[src/sv/lfmc_pkg.sv]
// Shared types, codes and maneuver tables for the line follower maneuver control core.
// No dependencies; every other file in this block imports it.
`default_nettype none

package lfmc_pkg;

    localparam int SensorWidth = 5;
    localparam int DriveWidth  = 2;
    localparam int TickWidth   = 5;

    typedef logic [SensorWidth-1:0] sensors_t;
    typedef logic [DriveWidth-1:0]  drive_t;
    typedef logic [TickWidth-1:0]   ticks_t;

    typedef enum logic [1:0] {
        COL_UNKNOWN = 2'd0,
        COL_WHITE   = 2'd1,
        COL_BLACK   = 2'd2
    } colour_t;

    typedef enum logic [1:0] {
        HD_NONE     = 2'd0,
        HD_RIGHT    = 2'd1,
        HD_LEFT     = 2'd2,
        HD_STRAIGHT = 2'd3
    } heading_t;

    typedef enum logic [3:0] {
        MV_IDLE        = 4'd0,
        MV_LEFT        = 4'd1,
        MV_SMALL_LEFT  = 4'd2,
        MV_RIGHT       = 4'd3,
        MV_SMALL_RIGHT = 4'd4,
        MV_MINI_LEFT   = 4'd5,
        MV_MINI_RIGHT  = 4'd6,
        MV_STRAIGHT    = 4'd7,
        MV_FAST        = 4'd8
    } maneuver_t;

    localparam drive_t DRIVE_OFF   = 2'b00;
    localparam drive_t DRIVE_LEFT  = 2'b01;
    localparam drive_t DRIVE_RIGHT = 2'b10;
    localparam drive_t DRIVE_BOTH  = 2'b11;

    typedef struct packed {
        sensors_t line_sensors;
        logic     start_switch;
    } in_item_t;

    typedef struct packed {
        drive_t   motor_drive;
        sensors_t led_mirror;
        logic     maneuver_active;
    } out_item_t;

    // Decision of the pattern table for one sampled pattern.
    typedef struct packed {
        maneuver_t maneuver;
        logic      update;
        colour_t   colour;
        heading_t  heading;
    } choice_t;

    function automatic drive_t mv_drive(input maneuver_t mv);
        drive_t d;
        d = DRIVE_OFF;
        case (mv)
            MV_LEFT, MV_SMALL_LEFT, MV_MINI_LEFT:    d = DRIVE_RIGHT;
            MV_RIGHT, MV_SMALL_RIGHT, MV_MINI_RIGHT: d = DRIVE_LEFT;
            MV_STRAIGHT, MV_FAST:                    d = DRIVE_BOTH;
            default:                                 d = DRIVE_OFF;
        endcase
        return d;
    endfunction

    function automatic ticks_t mv_on(input maneuver_t mv);
        ticks_t t;
        t = '0;
        case (mv)
            MV_LEFT, MV_RIGHT:             t = ticks_t'(15);
            MV_SMALL_LEFT, MV_SMALL_RIGHT: t = ticks_t'(8);
            MV_MINI_LEFT, MV_MINI_RIGHT:   t = ticks_t'(4);
            MV_STRAIGHT:                   t = ticks_t'(10);
            MV_FAST:                       t = ticks_t'(20);
            default:                       t = '0;
        endcase
        return t;
    endfunction

    function automatic ticks_t mv_off(input maneuver_t mv);
        ticks_t t;
        t = '0;
        case (mv)
            MV_LEFT, MV_RIGHT:             t = ticks_t'(20);
            MV_SMALL_LEFT, MV_SMALL_RIGHT: t = ticks_t'(16);
            MV_MINI_LEFT, MV_MINI_RIGHT:   t = ticks_t'(8);
            MV_STRAIGHT:                   t = ticks_t'(10);
            MV_FAST:                       t = ticks_t'(5);
            default:                       t = '0;
        endcase
        return t;
    endfunction

endpackage

`default_nettype wire

[src/sv/lfmc_choose.sv]
// Pattern table: picks a maneuver for a sampled sensor pattern.
// Depends on lfmc_pkg for the colour, heading and maneuver codes.
`default_nettype none

module lfmc_choose
    import lfmc_pkg::*;
(
    input  wire sensors_t pattern,
    input  wire colour_t  colour,
    input  wire heading_t heading,
    output choice_t       choice
);

    logic white;
    logic black;

    assign white = (colour == COL_WHITE);
    assign black = (colour == COL_BLACK);

    always_comb begin
        choice.maneuver = MV_STRAIGHT;
        choice.update   = 1'b0;
        choice.colour   = colour;
        choice.heading  = heading;
        unique case (pattern) inside
            // white surface patterns
            5'd15: choice = '{MV_RIGHT, 1'b1, COL_WHITE, HD_RIGHT};
            5'd7: begin
                if (black) choice.maneuver = MV_SMALL_LEFT;
                else       choice = '{MV_SMALL_RIGHT, 1'b1, COL_WHITE, HD_RIGHT};
            end
            5'd27: choice = '{MV_FAST, 1'b1, COL_WHITE, HD_STRAIGHT};
            5'd28: begin
                if (black) choice.maneuver = MV_SMALL_RIGHT;
                else       choice = '{MV_SMALL_LEFT, 1'b1, COL_WHITE, HD_LEFT};
            end
            5'd30: choice = '{MV_LEFT, 1'b1, COL_WHITE, HD_LEFT};
            5'd25, 5'd29: choice = '{MV_MINI_LEFT, 1'b1, COL_WHITE, HD_LEFT};
            5'd19, 5'd23: choice = '{MV_MINI_RIGHT, 1'b1, COL_WHITE, HD_RIGHT};
            // black surface patterns
            5'd16: choice = '{MV_RIGHT, 1'b1, COL_BLACK, HD_RIGHT};
            5'd24: begin
                if (white) choice.maneuver = MV_SMALL_LEFT;
                else       choice = '{MV_SMALL_RIGHT, 1'b1, COL_BLACK, HD_RIGHT};
            end
            5'd4: choice = '{MV_FAST, 1'b1, COL_BLACK, HD_STRAIGHT};
            5'd3: begin
                if (white) choice.maneuver = MV_SMALL_RIGHT;
                else       choice = '{MV_SMALL_LEFT, 1'b1, COL_BLACK, HD_LEFT};
            end
            5'd1: choice = '{MV_LEFT, 1'b1, COL_BLACK, HD_LEFT};
            5'd12: choice = '{MV_MINI_RIGHT, 1'b1, COL_BLACK, HD_RIGHT};
            5'd6: choice = '{MV_MINI_LEFT, 1'b1, COL_BLACK, HD_LEFT};
            // crossed heading: the turn goes one way, the heading records the other
            5'd8: choice = '{MV_MINI_RIGHT, 1'b1, COL_BLACK, HD_LEFT};
            5'd2: choice = '{MV_MINI_LEFT, 1'b1, COL_BLACK, HD_RIGHT};
            // off the line: repeat the last heading
            5'd0, 5'd31: begin
                case (heading)
                    HD_RIGHT:    choice.maneuver = MV_RIGHT;
                    HD_LEFT:     choice.maneuver = MV_LEFT;
                    HD_STRAIGHT: choice.maneuver = MV_STRAIGHT;
                    default:     choice.maneuver = MV_IDLE;
                endcase
            end
            default: choice.maneuver = MV_STRAIGHT;
        endcase
    end

endmodule

`default_nettype wire

[src/sv/line_follower_maneuver_control_core.sv]
// Line follower maneuver control: top level with the tick state and the result register.
// Depends on lfmc_pkg and lfmc_choose.
//
// Usage:
//   Each input item on the s_ channel is one timing tick carrying the five line
//   sensors and the start switch level (0 = pressed). Each accepted item yields
//   exactly one result item on the m_ channel: motor drive, LED mirror of the
//   sensors latched at the last sampling, and a flag set while a maneuver phase
//   is counting.
//   The result of an accepted item is registered and presented on m_ in the
//   cycle after it is accepted. Throughput is one item per cycle while m_ready
//   stays high, set by the single result register: s_ready is high whenever
//   that register is empty or being taken in the same cycle.
//   When the receiver stalls, the result register holds its item and s_ready
//   drops, so no further tick is taken until the result is taken.
//   Reset (aresetn low, synchronous) clears the run flag, colour, heading,
//   maneuver, phase, tick counter and LED latch, and empties the result
//   register. The motors stay off until the start switch first reads 0.
`default_nettype none

module line_follower_maneuver_control_core
    import lfmc_pkg::*;
(
    input  wire       aclk,
    input  wire       aresetn,

    input  wire       s_valid,
    output logic      s_ready,
    input  wire in_item_t s_item,

    output logic      m_valid,
    input  wire       m_ready,
    output out_item_t m_result
);

    // tick state
    logic      run_reg,      run_next;
    colour_t   colour_reg,   colour_next;
    heading_t  heading_reg,  heading_next;
    maneuver_t mv_reg,       mv_next;
    logic      phase_reg,    phase_next;
    ticks_t    ticks_reg,    ticks_next;
    sensors_t  latch_reg,    latch_next;

    // result register
    logic      m_valid_reg;
    out_item_t result_reg,   result_next;

    logic      accept;
    maneuver_t mv_cur;
    choice_t   choice;

    // advance the result register when empty or when its item is taken
    assign s_ready  = !m_valid_reg || m_ready;
    assign accept   = s_valid && s_ready;
    assign m_valid  = m_valid_reg;
    assign m_result = result_reg;

    // treat any code beyond the table as idle
    assign mv_cur = (mv_reg > MV_FAST) ? MV_IDLE : mv_reg;

    lfmc_choose u_choose (
        .pattern (s_item.line_sensors),
        .colour  (colour_reg),
        .heading (heading_reg),
        .choice  (choice)
    );

    always_comb begin
        maneuver_t mv_w;
        logic      phase_w;
        ticks_t    ticks_w;

        run_next     = run_reg;
        colour_next  = colour_reg;
        heading_next = heading_reg;
        latch_next   = latch_reg;
        mv_w         = mv_cur;
        phase_w      = phase_reg;
        ticks_w      = ticks_reg;

        result_next.motor_drive     = DRIVE_OFF;
        result_next.maneuver_active = 1'b0;

        // before the run: mirror sensors, wait for the switch
        if (!run_reg) begin
            latch_next = s_item.line_sensors;
            if (!s_item.start_switch) run_next = 1'b1;
        end

        if (run_next) begin
            // sample and pick a maneuver when none is running
            if (mv_w == MV_IDLE) begin
                latch_next = s_item.line_sensors;
                mv_w       = choice.maneuver;
                phase_w    = 1'b0;
                ticks_w    = mv_on(choice.maneuver);
                if (choice.update) begin
                    colour_next  = choice.colour;
                    heading_next = choice.heading;
                end
            end
            // run one tick of the current phase
            if (mv_w != MV_IDLE) begin
                result_next.maneuver_active = 1'b1;
                result_next.motor_drive     = phase_w ? DRIVE_OFF : mv_drive(mv_w);
                if (ticks_w != '0) ticks_w = ticks_w - ticks_t'(1);
                if (ticks_w == '0) begin
                    if (!phase_w) begin
                        phase_w = 1'b1;
                        ticks_w = mv_off(mv_w);
                    end
                    if (ticks_w == '0) begin
                        mv_w    = MV_IDLE;
                        phase_w = 1'b0;
                    end
                end
            end
        end

        mv_next                = mv_w;
        phase_next             = phase_w;
        ticks_next             = ticks_w;
        result_next.led_mirror = latch_next;
    end

    always_ff @(posedge aclk) begin
        if (!aresetn) begin
            run_reg     <= 1'b0;
            colour_reg  <= COL_UNKNOWN;
            heading_reg <= HD_NONE;
            mv_reg      <= MV_IDLE;
            phase_reg   <= 1'b0;
            ticks_reg   <= '0;
            latch_reg   <= '0;
            m_valid_reg <= 1'b0;
        end else begin
            if (accept) begin
                run_reg     <= run_next;
                colour_reg  <= colour_next;
                heading_reg <= heading_next;
                mv_reg      <= mv_next;
                phase_reg   <= phase_next;
                ticks_reg   <= ticks_next;
                latch_reg   <= latch_next;
                m_valid_reg <= 1'b1;
            end else if (m_ready) begin
                m_valid_reg <= 1'b0;
            end
        end
    end

    // payload needs no reset
    always_ff @(posedge aclk) begin
        if (accept) result_reg <= result_next;
    end

endmodule

`default_nettype wire
[config.mk]
export PLATFORM = sky130hd
export DESIGN_NAME = line_follower_maneuver_control_core
export DESIGN_NICKNAME = d
export VERILOG_FILES = /design/src/sv/lfmc_pkg.sv /design/src/sv/lfmc_choose.sv /design/src/sv/line_follower_maneuver_control_core.sv
export SDC_FILE = /design/constraint.sdc
export NUM_CORES = 1
export LEC_CHECK = 0
export ABC_AREA = 0
export BUFFER_PORTS_ARGS = -buffer_cell sky130_fd_sc_hd__buf_2
export CAP_MARGIN = 15
export CORE_UTILIZATION = 40
export DETAILED_ROUTE_END_ITERATION = 10
export PLACE_DENSITY = 0.58
export SYNTH_ARGS = -nofsm -noshare
export SYNTH_HDL_FRONTEND = slang
export SYNTH_SLANG_ARGS = --single-unit
[constraint.sdc]
create_clock -name aclk -period 5.5 [get_ports aclk]
set_clock_uncertainty 0.1 [all_clocks]
set_input_delay 0.55 -clock aclk [delete_from_list [all_inputs] [get_ports aclk]]
set_output_delay 0.55 -clock aclk [all_outputs]
set_load 0.02 [all_outputs]
Yosys cells after proc, flatten, opt, wreduce, memory -nomap -nowiden
Memories as Yosys holds them, arrays and structs flattened. A register that Yosys moved wholly into a read port is not among the register bits.
Index checks and enable logic that the tools add are counted.

word-level totals
  flip-flop bits (word level) = 27
  latch bits = 0
  RAM bits = 0
  bits in read-only memories = 192
  input port bits = 10
  output and inout port bits = 10
  word-level logic and storage cells = 111
  memories = 3

operators by class
  add/subtract/negate cells = 1
  $mul = 0
  divide/modulo/power cells = 0
  order comparisons = 1
  equality and inequality tests = 28
  shift operators = 0
  multiplexer cells = 42
  bitwise logic cells = 2
  reductions and logical operators = 24

memory list
  memory           words  width  rd ports  clocked after Yosys merged registers in  write ports  line            source
  (no name shown)  16     5      1         0                                        0            lfmc_pkg.sv:79  case (mv)
  (no name shown)  16     5      1         0                                        0            lfmc_pkg.sv:93  case (mv)
  (no name shown)  16     2      1         1                                        0            lfmc_pkg.sv:67  case (mv)

operator list
  cell                                                   number
  2-to-1 mux 5 bit                                       18
  == test 5 bit (second input constant)                  10
  case mux 5 bit (10 select lines)                       1
  case mux 4 bit (10 select lines)                       1
  2-to-1 mux 4 bit                                       7
  == test 5 x 3 -> 1 bit (second input constant)         3
  == test 5 x 4 -> 1 bit (second input constant)         3
  zero test 5 bit                                        3
  OR reduction 3 bit                                     5
  2-to-1 mux 3 bit                                       4
  == test 5 x 2 -> 1 bit (second input constant)         2
  2-to-1 mux 1 bit                                       10
  nonzero test 10 bit                                    1
  case mux 3 bit (3 select lines)                        1
  AND reduction 9 bit                                    1
  inequality test 2 bit (second input constant)          4
  OR reduction 2 bit                                     4
  OR reduction 4 bit                                     2
  == test 2 bit (second input constant)                  3
  == test 5 x 1 -> 1 bit (second input constant)         1
  nonzero test 5 bit                                     1
  subtractor 5 x 1 -> 5 bit (second input constant)      1
  == test 2 x 1 -> 1 bit (second input constant)         2
  greater-than comparator 4 bit (second input constant)  1
  other kinds (8)                                        9

Depth between registers and ports, before layout
Gate-level depths: netlist of the first run.
An unclocked memory read counts as a cell.

  depth after elaboration = 19
  gate-level depth with buffers = 17
  depth with buffers taken out = 14

By module
Synthesis of the first run repeated with hierarchy kept, for this count alone.

second synthesis, totals
  cell total of the unflattened synthesis = 388
  area, all modules = 2835.2 µm²

by module, submodules not included
  module                               instances  cells an instance  area each (µm²)  seq. area each (µm²)
  line_follower_maneuver_control_core  1          249                2034.5           660.6
  lfmc_choose                          1          139                800.8            0.0

Worst setup path after synthesis of the first run
OpenSTA, ideal clock, no wires.

  kind = input-to-reg
  from = input s_item[3] (netlist name)
  to = register phase_reg
  setup time = 0.120 ns
  arrival time = 3.430 ns
  required time = 5.280 ns
  path slack = 1.851 ns
  stages on the path = 16
  buffers on the path = 2
  cells stage by stage = buf_4 > clkbuf_1 > nand2b_1 > a21boi_1 > o32ai_1 > nand2_1 > ha_1 > o2111a_1 > a211oi_1 > ha_1 > nand3_1 > a2111oi_0 > a311oi_1 > a21o_1 > and4_1 > o31a_1

between the ends
  word-level cells in the longest chain between the ends = 18
  elaborated cells between the ends (all ways) = 48
  classes of those cells = add/sub (1); eq/ne (19); mux (15); reduce/logical (11); memory (2)

ends and longest elaborated chain
  item                                                                   line                                        source
  from (decl)                                                            line_follower_maneuver_control_core.sv:29   input wire in_item_t s_item,
  == test 5 x 2 -> 1 bit (no source line), or another cell as far along  --
  OR reduction 4 bit (no source line), or another cell as far along      --
  case mux 4 bit (10 select lines) (*)                                   lfmc_choose.sv:25                           unique case (pattern) inside
  memory read (16 x 5 bit)                                               --
  2-to-1 mux 5 bit                                                       line_follower_maneuver_control_core.sv:93   if (mv_w == MV_IDLE) begin
  2-to-1 mux 5 bit                                                       line_follower_maneuver_control_core.sv:91   if (run_next) begin
  subtractor 5 x 1 -> 5 bit or nonzero test 5 bit (tied branches)        line_follower_maneuver_control_core.sv:107  if (ticks_w != '0) ticks_w = ticks_w - ticks_t'(1);
  2-to-1 mux 5 bit                                                       line_follower_maneuver_control_core.sv:107
  [... 2 more ...]                                                       --
  2-to-1 mux 5 bit                                                       line_follower_maneuver_control_core.sv:109  if (!phase_w) begin
  2-to-1 mux 5 bit                                                       line_follower_maneuver_control_core.sv:108  if (ticks_w == '0) begin
  2-to-1 mux 5 bit                                                       line_follower_maneuver_control_core.sv:104  if (mv_w != MV_IDLE) begin
  2-to-1 mux 5 bit                                                       line_follower_maneuver_control_core.sv:91
  zero test 5 bit                                                        line_follower_maneuver_control_core.sv:113  if (ticks_w == '0) begin
  2-to-1 mux 1 bit                                                       line_follower_maneuver_control_core.sv:113
  2-to-1 mux 1 bit                                                       line_follower_maneuver_control_core.sv:108
  2-to-1 mux 1 bit (*)                                                   line_follower_maneuver_control_core.sv:104
  to (signal assigned)                                                   line_follower_maneuver_control_core.sv:143  phase_reg <= phase_next;
  to (decl)                                                              line_follower_maneuver_control_core.sv:41   logic phase_reg, phase_next;

Every way passes the cells marked *; elsewhere a longest branch is shown, timed or not. The select of a mux whose other input is x is not followed.
A chain may end at the register's enable or synchronous reset.

Worst setup path in the final report of the first run
  from = input s_item[3] (netlist name)
  to = register mv_reg[1]

between the ends
  word-level cells in the longest chain between the ends = 19
  elaborated cells between the ends (all ways) = 49
  classes of those cells = add/sub (1); eq/ne (19); mux (16); reduce/logical (11); memory (2)

ends and longest elaborated chain
  item                                                                   line                                        source
  == test 5 x 2 -> 1 bit (no source line), or another cell as far along  --
  OR reduction 4 bit (no source line), or another cell as far along      --
  case mux 4 bit (10 select lines) (*)                                   lfmc_choose.sv:25
  memory read (16 x 5 bit)                                               --
  2-to-1 mux 5 bit                                                       line_follower_maneuver_control_core.sv:93
  2-to-1 mux 5 bit                                                       line_follower_maneuver_control_core.sv:91
  subtractor 5 x 1 -> 5 bit or nonzero test 5 bit (tied branches)        line_follower_maneuver_control_core.sv:107
  2-to-1 mux 5 bit                                                       line_follower_maneuver_control_core.sv:107
  [... 3 more ...]                                                       --
  2-to-1 mux 5 bit                                                       line_follower_maneuver_control_core.sv:108
  2-to-1 mux 5 bit                                                       line_follower_maneuver_control_core.sv:104
  2-to-1 mux 5 bit                                                       line_follower_maneuver_control_core.sv:91
  zero test 5 bit                                                        line_follower_maneuver_control_core.sv:113
  2-to-1 mux 4 bit                                                       line_follower_maneuver_control_core.sv:113
  2-to-1 mux 4 bit                                                       line_follower_maneuver_control_core.sv:108
  2-to-1 mux 4 bit (*)                                                   line_follower_maneuver_control_core.sv:104
  2-to-1 mux 4 bit (*)                                                   line_follower_maneuver_control_core.sv:91
  to (signal assigned)                                                   line_follower_maneuver_control_core.sv:142  mv_reg <= mv_next;
  to (decl)                                                              line_follower_maneuver_control_core.sv:40   maneuver_t mv_reg, mv_next;

Marks and branches as above.

==> impl_metrics.xml, run 1 <==
<?xml version="1.0" encoding="UTF-8"?>
<metrics>
  <group name="routing">
    <metric name="remaining_drc_errors" unit="">0</metric>
    <metric name="met3_length" unit="um">225</metric>
    <metric name="wl" unit="um">6360</metric>
    <metric name="detailedRoute.firstIterationViolations" unit="">117</metric>
    <metric name="detail_route.wl_per_cell" unit="um">15.5</metric>
    <metric name="topRoutingLayerUsed" unit="">met4</metric>
    <metric name="drt-pass1-iter-count" unit="">5</metric>
    <metric name="via_count" unit="">2432</metric>
    <metric name="met2_wirelength" unit="um">3140</metric>
    <metric name="antenna_violating_nets_post_route" unit="">0</metric>
    <metric name="met1_routed_wirelength_after_detailed_routing" unit="um">2930</metric>
    <metric name="avgViaCountPerCell" unit="">5.95</metric>
  </group>
  <group name="critical_path">
    <metric name="r2r-end" unit="">mv_reg[1]</metric>
    <metric name="timing.critical_path.buf_inv" unit="">1</metric>
    <metric name="timing.reg2reg.setup_slack" unit="ns">2.01</metric>
    <metric name="crit_type" unit="">in2reg</metric>
    <metric name="worstRegToRegCells" unit="">14</metric>
    <metric name="cp_top_family" unit="">compound AO/OA/AOI/OAI gates</metric>
    <metric name="timing.critical_path.from_type" unit="">input port</metric>
    <metric name="setup.worst_path.end_class" unit="">register</metric>
    <metric name="critical_path_depth" unit="">15</metric>
    <metric name="crit-reg2reg-launch" unit="">colour_reg[0]</metric>
    <metric name="critical-path-max-stage-delay" unit="ns">0.42</metric>
    <metric name="timing.critical_path.arrival" unit="ns">3.87</metric>
    <metric name="crit_path_max_fanout" unit="">35</metric>
    <metric name="worst_ep_required_time" unit="ns">5.57</metric>
    <metric name="critPathSlowestCell" unit="">sky130_fd_sc_hd__buf_2</metric>
    <metric name="crit_chain" unit="">buf_2 -&gt; nor3_1 -&gt; o21ai_0 -&gt; and4_4 -&gt; nand2_1 -&gt; ha_1 -&gt; o2111a_1 -&gt; a211oi_1 -&gt; ha_1 -&gt; nand3_1 -&gt; a2111oi_0 -&gt; a311oi_1 -&gt; a21o_1 -&gt; and3b_1 -&gt; a31oi_1</metric>
    <metric name="startpoint" unit="">s_item[3]</metric>
    <metric name="critical_path.endpoint" unit="">mv_reg[1]</metric>
    <metric name="worst_path_most_repeated_cell" unit="">sky130_fd_sc_hd__ha_1</metric>
  </group>
  <group name="run_status">
    <metric name="outcome" unit="">finished, final reports clean</metric>
  </group>
  <group name="synth">
    <metric name="yosysSeqAreaShare" unit="">0.252</metric>
    <metric name="yosys_warnings" unit="">0</metric>
    <metric name="synth_top_flop_cell" unit="">sky130_fd_sc_hd__dfxtp_1</metric>
    <metric name="synth.area.mux_share" unit="">0.0483</metric>
    <metric name="synth_compound_area_frac" unit="">0.300</metric>
    <metric name="yosys_reg_bits" unit="">29</metric>
    <metric name="synth-edff-count" unit="">8</metric>
    <metric name="yosys.cell_types.count" unit="">80</metric>
    <metric name="synth_top_family_by_area" unit="">compound AO/OA/AOI/OAI gates</metric>
    <metric name="synth_async_sr_flop_share" unit="">0</metric>
    <metric name="synthXorXnorAreaFrac" unit="">0.0134</metric>
    <metric name="synth_fa_ha_area_frac" unit="">0.0421</metric>
    <metric name="synthesis.area" unit="sq um">2620</metric>
    <metric name="synthCells" unit="">324</metric>
    <metric name="synthSimpleGateAreaFrac" unit="">0.285</metric>
    <metric name="postSynthNetCount" unit="">342</metric>
    <metric name="postSynthAreaPerCell" unit="sq um">8.08</metric>
  </group>
  <group name="layout">
    <metric name="drive_gt1_frac" unit="">0.175</metric>
    <metric name="n_diodes" unit="">0</metric>
    <metric name="number_of_standard_cells_in_the_layout_taps_in_and_fillers_out" unit="">409</metric>
    <metric name="area.sequential" unit="sq um">661</metric>
    <metric name="layout.core_utilization" unit="">0.438</metric>
    <metric name="layout_common_cells" unit="">sky130_fd_sc_hd__nand2_1, sky130_fd_sc_hd__o21ai_0, sky130_fd_sc_hd__dfxtp_1</metric>
    <metric name="area_of_the_multi_input_gates" unit="sq um">1800</metric>
    <metric name="fill_cells" unit="">626</metric>
    <metric name="largest_register_ff_count" unit="">8</metric>
    <metric name="most_frequent_standard_cell_in_the_layout_excluding_fill_and_tap_cells" unit="">sky130_fd_sc_hd__nand2_1</metric>
    <metric name="nNetsFinal" unit="">349</metric>
    <metric name="layout-area-overhead-vs-synth" unit="%">6.36</metric>
  </group>
  <group name="cts">
    <metric name="postCtsResizedCells" unit="">0</metric>
    <metric name="cts.sink_count" unit="">29</metric>
    <metric name="cts_tree" unit="">yes</metric>
    <metric name="cts_max_level" unit="">2</metric>
    <metric name="clock_tree.root_cell" unit="">sky130_fd_sc_hd__clkbuf_8</metric>
    <metric name="cts_hold_buf" unit="">0</metric>
    <metric name="post_cts_buffers" unit="">0</metric>
    <metric name="clk_pin_slew_worst_paths" unit="ns">0.07</metric>
    <metric name="worst_skew_pair.late_latency" unit="ns">0.29</metric>
    <metric name="tritoncts.num_buffers" unit="">5</metric>
    <metric name="cts.path.max_buffers" unit="">2</metric>
  </group>
  <group name="floorplan">
    <metric name="num_rows" unit="">29</metric>
    <metric name="start_util" unit="">0.412</metric>
    <metric name="placeableCoreArea" unit="sq um">6350</metric>
    <metric name="die_area" unit="sq um">6870</metric>
    <metric name="die_w" unit="um">82.9</metric>
    <metric name="io_pins" unit="">20</metric>
    <metric name="fp.dieH" unit="um">82.9</metric>
  </group>
  <group name="placed_design">
    <metric name="placedCellCount" unit="">401</metric>
    <metric name="port_buffers" unit="">19</metric>
    <metric name="place_congestion" unit="">0.872</metric>
    <metric name="dp_hpwl" unit="um">4510</metric>
    <metric name="pre_cts_ws" unit="ns">1.42</metric>
  </group>
  <group name="power">
    <metric name="power-per-cell-area" unit="nW/um^2">325</metric>
    <metric name="worst_ir_drop_vdd" unit="uV">168</metric>
    <metric name="leakage" unit="uW">0.00106</metric>
  </group>
  <group name="sta">
    <metric name="setup_viol" unit="">0</metric>
    <metric name="final-hold-violation-count" unit="">0</metric>
    <metric name="rsz0062_at_grt" unit="">false</metric>
    <metric name="timing.final.ws_setup" unit="ns">1.70</metric>
    <metric name="slew_violations" unit="">0</metric>
    <metric name="setup_tns" unit="ns">0</metric>
    <metric name="tightest_slew" unit="ns">0.947</metric>
    <metric name="timing.slew.headroom" unit="">0.366</metric>
    <metric name="maximum_clock_frequency" unit="GHz">0.263</metric>
    <metric name="final.min_clock_period" unit="ns">3.80</metric>
    <metric name="finalCritPeriodShare" unit="">0.691</metric>
  </group>
  <group name="hold_path">
    <metric name="min_path_type" unit="">reg2reg</metric>
  </group>
  <group name="grt">
    <metric name="grt_first_pass_wirelength" unit="um">10600</metric>
    <metric name="globalRoute.totalOverflow" unit="">0</metric>
    <metric name="grt_use_total" unit="">0.189</metric>
    <metric name="first_global_vias" unit="">2173</metric>
    <metric name="grt_antenna_before_repair" unit="">0</metric>
    <metric name="grt_max_degree" unit="">36</metric>
  </group>
  <group name="flow_run">
    <metric name="max_cap_viol_count" unit="">0</metric>
  </group>
</metrics>
per-stage QoR:
stage,total power (uW),area (sq um),hold slack [ns]
after floorplan,637,2620,0.341
after global placement,722,2700,0.351
after detailed placement,725,2700,0.359
after CTS,902,2780,0.369
after global routing,967,2780,0.404
final,905,2780,0.367
worst reg2reg max path, delay by kind of cell, from the launching register on:
| kind | cells | cell delay (ns) |
|---|---|---|
| compound gates | 7 | 1.59 |
| simple gates | 4 | 0.60 |
| mux | 1 | 0.23 |
| flops | 1 | 0.36 |
| fa+ha+maj | 2 | 0.49 |
cells in the mapped netlist (all sizes together), types with 3 or more instances:
cell type	n	area, sq um
nor2b	6	37.5
edfxtp	8	240
nand4	5	46.3
clkbuf	10	37.5
a21boi	10	75.1
nand3	10	50.1
and4	5	46.3
a311oi	3	26.3
and3	7	48.8
dfxtp	21	420
mux2	10	116
a31oi	9	71.3
o21ai	26	134
buf	9	73.8
nand2	43	166
nor3	7	35.0
and2	6	40.0
o22ai	3	18.8
nor3b	3	22.5
nand2b	8	50.1
ha	8	100
a21oi	20	100
nor2	18	72.6
o21a	4	30.0
a211oi	3	27.5
nor4	5	37.5
xor2	3	26.3
or3	3	18.8
inv	10	37.5
power breakdown:
group | switching (uW) | leakage (uW) | total [uW] | internal [uW]
Clock | 90.9 | 0.0000439 | 178 | 87.2
Sequential | 19.1 | 0.000250 | 266 | 247
Combinational | 277 | 0.000768 | 460 | 183
worst min-delay path by stage:
stage	start	cells after the start	to
after floorplan	latch_reg[0]	2	latch_reg[0]
final	latch_reg[2]	2	latch_reg[2]
after detailed placement	latch_reg[2]	2	latch_reg[2]
after CTS	latch_reg[2]	2	latch_reg[2]
after global routing	latch_reg[0]	2	latch_reg[0]
after global placement	latch_reg[0]	2	latch_reg[0]
cells by family (layout without fill, tap and decap cells):
| kind of cell | Yosys count | count (layout) |
|---|---|---|
| buffers and inverters | 30 | 38 |
| flip-flops | 29 | 29 |
| adder cells (fa/ha/maj) | 9 | 9 |
| AND/OR/NAND/NOR | 135 | 135 |
| multiplexers | 11 | 11 |
| AO/OA/AOI/OAI | 106 | 106 |
| XOR/XNOR | 4 | 4 |
cell type report:
class	instances	share of cell area
Clock buffer	5	0.0247
Clock inverter	3	0.00629
Inverter	11	0.0148
Multi-Input combinational cell	265	0.648
Sequential cell	29	0.237
Tap cell	77	0.0346
Timing Repair Buffer	19	0.0342
per-layer routing:
metal  vias up  track usage
li1       1228            -
met1      1160        0.246
met2        38        0.320
met3         6       0.0358
met4         0       0.0502
met5         -            0
No activity file was read; power rests on OpenSTA's default activity.
==> inputs of run 2 (changes only) <==
Settings changed: ABC_AREA 0 to 1, PLACE_DENSITY 0.58 to 0.6.
Clock period 5.5 ns to 3.3 ns, I/O delays scaled along.
==> run 2 against run 1 <==
The flow now finishes with violations (negative setup slack). Global-route usage is 2.2 points higher. Via count is 6.5% higher. Synthesized area is 5.8% lower. Hold slack worse by 0.11 ns. Sequential share of layout area is 3.7 points lower. Power is 95% higher. Register-to-register slack worse by 2.0 ns. Die area is 5.7% lower.
==> impl_metrics.xml, run 2 <==
<?xml version="1.0" encoding="UTF-8"?>
<metrics>
  <group name="synth">
    <metric name="yosys_warnings" unit="">0</metric>
    <metric name="yosysSeqAreaShare" unit="">0.268</metric>
    <metric name="yosys_reg_bits" unit="">29</metric>
    <metric name="synthCells" unit="">376</metric>
    <metric name="synthSimpleGateAreaFrac" unit="">0.450</metric>
    <metric name="yosys.cell_types.count" unit="">42</metric>
    <metric name="postSynthAreaPerCell" unit="sq um">6.56</metric>
    <metric name="synthesis.area" unit="sq um">2460</metric>
    <metric name="synth_compound_area_frac" unit="">0.138</metric>
    <metric name="synth_top_cells_by_count" unit="">sky130_fd_sc_hd__nand2_1, sky130_fd_sc_hd__inv_1, sky130_fd_sc_hd__nand3_1</metric>
    <metric name="synthXorXnorAreaFrac" unit="">0</metric>
    <metric name="synth_top_area_cell" unit="">sky130_fd_sc_hd__dfxtp_1</metric>
    <metric name="netlist_top_cells_area" unit="">sky130_fd_sc_hd__dfxtp_1, sky130_fd_sc_hd__nand2_1, sky130_fd_sc_hd__edfxtp_1, sky130_fd_sc_hd__nand3_1, sky130_fd_sc_hd__inv_1</metric>
    <metric name="synth_fa_ha_area_frac" unit="">0.0406</metric>
    <metric name="synth.area.mux_share" unit="">0</metric>
    <metric name="synth-edff-count" unit="">8</metric>
    <metric name="synth_top_cell_area_share" unit="">0.171</metric>
    <metric name="synth_top_family_by_area" unit="">simple AND/OR/NAND/NOR gates</metric>
    <metric name="synth_top_flop_cell" unit="">sky130_fd_sc_hd__dfxtp_1</metric>
    <metric name="postSynthNetCount" unit="">394</metric>
    <metric name="synth_async_sr_flop_share" unit="">0</metric>
    <metric name="post-synth-top-count-cell" unit="">sky130_fd_sc_hd__nand2_1</metric>
  </group>
  <group name="cts">
    <metric name="cts_tree" unit="">yes</metric>
    <metric name="clk_pin_slew_worst_paths" unit="ns">0.07</metric>
    <metric name="clock_tree.root_cell" unit="">sky130_fd_sc_hd__clkbuf_8</metric>
    <metric name="cts_max_level" unit="">2</metric>
    <metric name="cts.sink_count" unit="">29</metric>
    <metric name="cts.path.max_buffers" unit="">2</metric>
    <metric name="cts_hold_buf" unit="">0</metric>
    <metric name="worst_skew_pair.late_latency" unit="ns">0.29</metric>
    <metric name="tritoncts.num_buffers" unit="">5</metric>
  </group>
  <group name="placed_design">
    <metric name="place_congestion" unit="">0.951</metric>
    <metric name="port_buffers" unit="">19</metric>
    <metric name="placedCellCount" unit="">515</metric>
    <metric name="dp_hpwl" unit="um">5080</metric>
  </group>
  <group name="routing">
    <metric name="detail_route.wl_per_cell" unit="um">12.5</metric>
    <metric name="detailedRoute.firstIterationViolations" unit="">103</metric>
    <metric name="avgViaCountPerCell" unit="">4.93</metric>
    <metric name="antenna_violating_nets_post_route" unit="">0</metric>
    <metric name="remaining_drc_errors" unit="">0</metric>
    <metric name="drt-pass1-iter-count" unit="">4</metric>
    <metric name="wl" unit="um">6600</metric>
    <metric name="via_count" unit="">2591</metric>
  </group>
  <group name="layout">
    <metric name="layout_common_cells" unit="">sky130_fd_sc_hd__nand2_1, sky130_fd_sc_hd__buf_4, sky130_fd_sc_hd__inv_1</metric>
    <metric name="most_frequent_standard_cell_in_the_layout_excluding_fill_and_tap_cells" unit="">sky130_fd_sc_hd__nand2_1</metric>
    <metric name="n_diodes" unit="">0</metric>
    <metric name="area.sequential" unit="sq um">663</metric>
    <metric name="layout-area-overhead-vs-synth" unit="%">34.6</metric>
    <metric name="fill_cells" unit="">574</metric>
    <metric name="nNetsFinal" unit="">468</metric>
    <metric name="layout.core_utilization" unit="">0.560</metric>
    <metric name="area_of_the_multi_input_gates" unit="sq um">1710</metric>
    <metric name="number_of_standard_cells_in_the_layout_taps_in_and_fillers_out" unit="">526</metric>
    <metric name="drive_gt1_frac" unit="">0.375</metric>
    <metric name="largest_register_ff_count" unit="">8</metric>
  </group>
  <group name="sta">
    <metric name="timing.slew.headroom" unit="">0.654</metric>
    <metric name="setup_viol" unit="">1</metric>
    <metric name="final.min_clock_period" unit="ns">3.30</metric>
    <metric name="slew_violations" unit="">0</metric>
    <metric name="finalCritPeriodShare" unit="">1.00</metric>
    <metric name="timing.final.ws_setup" unit="ns">-0.00384</metric>
    <metric name="tightest_slew" unit="ns">0.518</metric>
    <metric name="whs" unit="ns">0.252</metric>
    <metric name="maximum_clock_frequency" unit="GHz">0.303</metric>
    <metric name="rsz0062_at_grt" unit="">true</metric>
    <metric name="final-hold-violation-count" unit="">0</metric>
    <metric name="setup_tns" unit="ns">-0.00384</metric>
  </group>
  <group name="critical_path">
    <metric name="critPathSlowestCell" unit="">sky130_fd_sc_hd__dfxtp_2</metric>
    <metric name="timing.critical_path.arrival" unit="ns">3.36</metric>
    <metric name="worstRegToRegCells" unit="">26</metric>
    <metric name="worst_ep_required_time" unit="ns">3.36</metric>
    <metric name="critical-path-max-stage-delay" unit="ns">0.33</metric>
    <metric name="setup.worst_path.end_class" unit="">register</metric>
    <metric name="crit_path_max_fanout" unit="">4</metric>
    <metric name="crit_type" unit="">reg2reg</metric>
    <metric name="r2r-end" unit="">mv_reg[3]</metric>
    <metric name="timing.reg2reg.setup_slack" unit="ns">-0.004</metric>
    <metric name="worst_path_most_repeated_cell" unit="">sky130_fd_sc_hd__inv_2</metric>
    <metric name="crit-reg2reg-launch" unit="">colour_reg[0]</metric>
    <metric name="timing.critical_path.from_type" unit="">register</metric>
  </group>
  <group name="grt">
    <metric name="grt_max_degree" unit="">18</metric>
    <metric name="grt_first_pass_wirelength" unit="um">10600</metric>
    <metric name="globalRoute.totalOverflow" unit="">0</metric>
    <metric name="grt_antenna_before_repair" unit="">0</metric>
    <metric name="first_global_vias" unit="">2403</metric>
    <metric name="grt_use_total" unit="">0.211</metric>
  </group>
  <group name="run_status">
    <metric name="outcome" unit="">finished with violations</metric>
    <metric name="failed_checks" unit="">negative setup slack</metric>
  </group>
  <group name="floorplan">
    <metric name="placeableCoreArea" unit="sq um">5920</metric>
    <metric name="num_rows" unit="">28</metric>
    <metric name="fp.dieH" unit="um">80.5</metric>
    <metric name="die_w" unit="um">80.5</metric>
    <metric name="io_pins" unit="">20</metric>
    <metric name="die_area" unit="sq um">6480</metric>
    <metric name="start_util" unit="">0.416</metric>
  </group>
  <group name="hold_path">
    <metric name="worst_hold_startpoint" unit="">m_ready</metric>
    <metric name="min_path_type" unit="">in2reg</metric>
    <metric name="worstHoldEndpoint" unit="">m_valid</metric>
    <metric name="hold_path_depth" unit="">4</metric>
  </group>
  <group name="power">
    <metric name="design_power_total" unit="uW">1760</metric>
    <metric name="leakage" unit="uW">0.00172</metric>
    <metric name="worst_ir_drop_vdd" unit="uV">415</metric>
    <metric name="power-per-cell-area" unit="nW/um^2">531</metric>
  </group>
  <group name="flow_run">
    <metric name="max_cap_viol_count" unit="">0</metric>
  </group>
</metrics>
[run 2: cell types whose count changed after synthesis, sizes merged, moves of 6 or more]
cell    previous run  this run
nand2             43       102
inv               10        59
nand3             10        47
nor2              18        47
a21boi            10         0
mux2              10         0
clkbuf            10         1
nand2b             8         0
and2               6         0
and3               7         1
nor2b              6         0
[run 2: metrics by stage]
stage	cell area, sq um	worst slack, ns
global route	3320	-0.220
floorplan	2470	0.0457
global placement	3010	-0.217
finish	3320	-0.00384
detailed placement	3010	-0.338
CTS	3140	0.00383
[run 2: kinds of logic after synthesis]
| logic type | after synthesis |
|---|---|
| buffers and inverters | 65 |
| AND/OR/NAND/NOR | 213 |
| flip-flops | 29 |
| AO/OA/AOI/OAI | 61 |
| adder cells (fa/ha/maj) | 8 |
[run 2: worst max-delay path: cells and delay by family, from the launching register on]
family	cells	cell delay, ns
AND/OR/NAND/NOR	16	1.84
buffers and inverters	7	0.54
flip-flops	1	0.33
AO/OA/AOI/OAI	1	0.06
adder cells (fa/ha/maj)	2	0.30
[run 2: how the worst max path moves through the flow]
stage                        from   endpoint  slack (ns)  cells past startpoint
CTS                 colour_reg[0]  mv_reg[3]       0.004                     26
global placement        s_item[1]  phase_reg       -0.22                     25
global route        colour_reg[0]  mv_reg[3]       -0.22                     26
detailed placement      s_item[1]  mv_reg[0]       -0.34                     25
finish              colour_reg[0]  mv_reg[3]      -0.004                     26
floorplan               s_item[5]  mv_reg[2]        0.05                     27
[run 2: repair_timing]
| item | CTS | global route |
|---|---|---|
| buffers inserted | 0 | 3 |
| endpoints found under the setup margin | 5 | 10 |
| pin swaps | 0 | 15 |
| resized for setup | 2 | 42 |
[run 2: power breakdown]
| group | internal (uW) | switching, uW | total [uW] |
|---|---|---|---|
| clock | 300 | 144 | 444 |
| combinational | 364 | 532 | 896 |
| sequential | 407 | 15.8 | 423 |
[run 2: layout make-up]
type                    count  share of cell area
repair buffers             72               0.149
inverters                  60              0.0686
clock inverters             3              0.0196
well taps                  75              0.0283
flip-flops and latches     29               0.200
clock buffers               5              0.0207
multi-input cells         282               0.514
[run 2: routing by layer]
layer / part of all wire / track usage
met1: 0.45 / 0.270
met2: 0.52 / 0.366
met3: 0.025 / 0.0307
met4: 0.0077 / 0.0589
met5: 0 / 0
==> inputs of run 3 (changes only) <==
Settings changed: ABC_AREA 1 to unset, CORE_MARGIN set to 2.
==> run 3 against run 2 <==
The flow now finishes without violations. Wire length up 9.3%. Setup slack better by 0.14 ns. Maximum frequency is 4.5% higher. Hold slack got worse by 0.056 ns. Via count grew 4.1%. Cell area grew 4.1%. First-iteration DRC count rose by 25%. Critical path type is now in2reg. Largest cell class unchanged. Largest power group unchanged. Highest routed layer unchanged.
==> impl_metrics.xml, run 3 (synthesis results as in run 1) <==
<?xml version="1.0" encoding="UTF-8"?>
<metrics>
  <group name="cts">
    <metric name="cts.sink_count" unit="">29</metric>
    <metric name="clock_tree.root_cell" unit="">sky130_fd_sc_hd__clkbuf_8</metric>
    <metric name="clk_pin_slew_worst_paths" unit="ns">0.07</metric>
    <metric name="tritoncts.num_buffers" unit="">5</metric>
    <metric name="worst_skew_pair.late_latency" unit="ns">0.29</metric>
    <metric name="cts_tree" unit="">yes</metric>
    <metric name="cts_hold_buf" unit="">0</metric>
    <metric name="cts.path.max_buffers" unit="">2</metric>
    <metric name="cts_max_level" unit="">2</metric>
  </group>
  <group name="power">
    <metric name="combinational_power_share" unit="">0.579</metric>
    <metric name="leakage" unit="uW">0.00142</metric>
    <metric name="power.switching_fraction" unit="">0.412</metric>
    <metric name="clockPowerShare" unit="">0.170</metric>
    <metric name="power-per-cell-area" unit="nW/um^2">514</metric>
    <metric name="power.switching" unit="uW">731</metric>
    <metric name="p_seq_frac" unit="">0.251</metric>
    <metric name="intPower" unit="uW">1040</metric>
    <metric name="worst_ir_drop_vdd" unit="uV">363</metric>
  </group>
  <group name="critical_path">
    <metric name="critical-path-max-stage-delay" unit="ns">0.34</metric>
    <metric name="cp_top_family" unit="">compound AO/OA/AOI/OAI gates</metric>
    <metric name="critPathSlowestCell" unit="">sky130_fd_sc_hd__a2111oi_4</metric>
    <metric name="crit_chain" unit="">clkbuf_4 -&gt; buf_4 -&gt; mux2_2 -&gt; o21ai_2 -&gt; nand4_4 -&gt; o2111a_1 -&gt; a211oi_2 -&gt; ha_2 -&gt; nand3_2 -&gt; a2111oi_4 -&gt; a311oi_2 -&gt; a21o_1 -&gt; and4_1 -&gt; o31a_1</metric>
    <metric name="crit-reg2reg-launch" unit="">colour_reg[0]</metric>
    <metric name="worst_ep_required_time" unit="ns">3.38</metric>
    <metric name="startpoint" unit="">s_item[3]</metric>
    <metric name="setup.worst_path.end_class" unit="">register</metric>
    <metric name="timing.critical_path.from_type" unit="">input port</metric>
    <metric name="timing.critical_path.arrival" unit="ns">3.24</metric>
    <metric name="crit_path_max_fanout" unit="">15</metric>
    <metric name="crit_type" unit="">in2reg</metric>
    <metric name="timing.critical_path.buf_inv" unit="">2</metric>
  </group>
  <group name="floorplan">
    <metric name="die_w" unit="um">84.9</metric>
    <metric name="die_area" unit="sq um">7210</metric>
    <metric name="fp.dieH" unit="um">84.9</metric>
    <metric name="io_pins" unit="">20</metric>
    <metric name="start_util" unit="">0.412</metric>
    <metric name="placeableCoreArea" unit="sq um">6350</metric>
    <metric name="num_rows" unit="">29</metric>
  </group>
  <group name="sta">
    <metric name="setup_viol" unit="">0</metric>
    <metric name="whs" unit="ns">0.196</metric>
    <metric name="finalCritPeriodShare" unit="">0.958</metric>
    <metric name="timing.final.ws_setup" unit="ns">0.139</metric>
    <metric name="rsz0062_at_grt" unit="">false</metric>
    <metric name="final.min_clock_period" unit="ns">3.16</metric>
    <metric name="maximum_clock_frequency" unit="GHz">0.316</metric>
    <metric name="tightest_slew" unit="ns">0.623</metric>
    <metric name="timing.slew.headroom" unit="">0.580</metric>
    <metric name="slew_violations" unit="">0</metric>
    <metric name="final-hold-violation-count" unit="">0</metric>
  </group>
  <group name="routing">
    <metric name="remaining_drc_errors" unit="">0</metric>
    <metric name="drt-pass1-iter-count" unit="">4</metric>
    <metric name="detail_route.wl_per_cell" unit="um">15.1</metric>
    <metric name="via_count" unit="">2696</metric>
    <metric name="wl" unit="um">7210</metric>
    <metric name="detailedRoute.firstIterationViolations" unit="">129</metric>
    <metric name="antenna_violating_nets_post_route" unit="">0</metric>
    <metric name="avgViaCountPerCell" unit="">5.66</metric>
  </group>
  <group name="layout">
    <metric name="nNetsFinal" unit="">416</metric>
    <metric name="largest_register_ff_count" unit="">8</metric>
    <metric name="n_diodes" unit="">0</metric>
    <metric name="layout_common_cells" unit="">sky130_fd_sc_hd__buf_4, sky130_fd_sc_hd__nand2_1, sky130_fd_sc_hd__a21oi_1</metric>
    <metric name="drive_gt1_frac" unit="">0.361</metric>
    <metric name="most_frequent_standard_cell_in_the_layout_excluding_fill_and_tap_cells" unit="">sky130_fd_sc_hd__buf_4</metric>
    <metric name="layout-area-overhead-vs-synth" unit="%">32.0</metric>
  </group>
  <group name="placed_design">
    <metric name="port_buffers" unit="">19</metric>
    <metric name="pre_cts_ws" unit="ns">-0.264</metric>
    <metric name="dp_hpwl" unit="um">5300</metric>
    <metric name="place_congestion" unit="">0.850</metric>
  </group>
  <group name="hold_path">
    <metric name="min_path_type" unit="">in2reg</metric>
    <metric name="worst_hold_startpoint" unit="">s_valid</metric>
  </group>
  <group name="grt">
    <metric name="first_global_vias" unit="">2484</metric>
    <metric name="grt_antenna_before_repair" unit="">0</metric>
    <metric name="grt_first_pass_wirelength" unit="um">11500</metric>
    <metric name="grt_use_total" unit="">0.193</metric>
    <metric name="globalRoute.totalOverflow" unit="">0</metric>
    <metric name="grt_max_degree" unit="">25</metric>
  </group>
  <group name="flow_run">
    <metric name="max_cap_viol_count" unit="">0</metric>
  </group>
  <group name="run_status">
    <metric name="outcome" unit="">finished, final reports clean</metric>
  </group>
</metrics>
[run 3: power groups by stage]
stage               clock network, uW  logic, uW  registers (uW)
floorplan                           0        605             460
global placement                    0        928             448
detailed placement                  0        938             449
CTS                               305        944             442
global route                      319       1120             451
finish                            301       1030             446
[run 3: final cells by class]
| class | instances | area (sq um) |
|---|---|---|
| inverter | 11 | 41.3 |
| timing repair buffer | 85 | 618 |
| tap | 77 | 96.3 |
| clock buffer | 5 | 68.8 |
| sequential | 29 | 666 |
| clock inverter | 3 | 17.5 |
| multi-input combinational | 266 | 1950 |
| fill | 575 | 2900 |
[run 3: path summary, 6_finish.rpt]
path                                     end  slack, ns  cells after the start
worst min-delay path                 m_valid       0.20                      3
worst min register to register  latch_reg[1]       0.36                      2
worst max register to register     phase_reg       0.21                     14
worst max-delay path               phase_reg       0.14                     14
[run 3: metrics by stage]
stage / TNS, ns / util / std cells / power (uW) / area [sq um]
3_3_place_gp: -0.991 / 0.501 / 465 / 1380 / 3180
3_5_place_dp: -1.59 / 0.501 / 465 / 1390 / 3180
4_1_cts: 0 / 0.515 / 473 / 1690 / 3270
2_1_floorplan: 0 / - / 324 / 1060 / 2630
5_1_grt: 0 / 0.544 / 476 / 1890 / 3450
6_report: 0 / 0.544 / 476 / 1770 / 3450
[run 3: per-layer routing]
layer / track usage / up-vias / share of wire
met5: 0 / - / 0
li1: - / 1377 / -
met1: 0.253 / 1271 / 0.47
met3: 0.0360 / 13 / 0.029
met2: 0.329 / 35 / 0.49
met4: 0.0462 / 0 / 0.016
[run 3: repair_timing]
action,in CTS,in global routing
setup buffers,0,2
gates resized for setup,0,33
endpoints found under the setup margin,0,9
[run 3: worst min-delay path, delay by kind of cell]
kind / cells / cell delay, ns
AO/OA/AOI/OAI: 1 / 0.06
buffers and inverters: 2 / 0.14
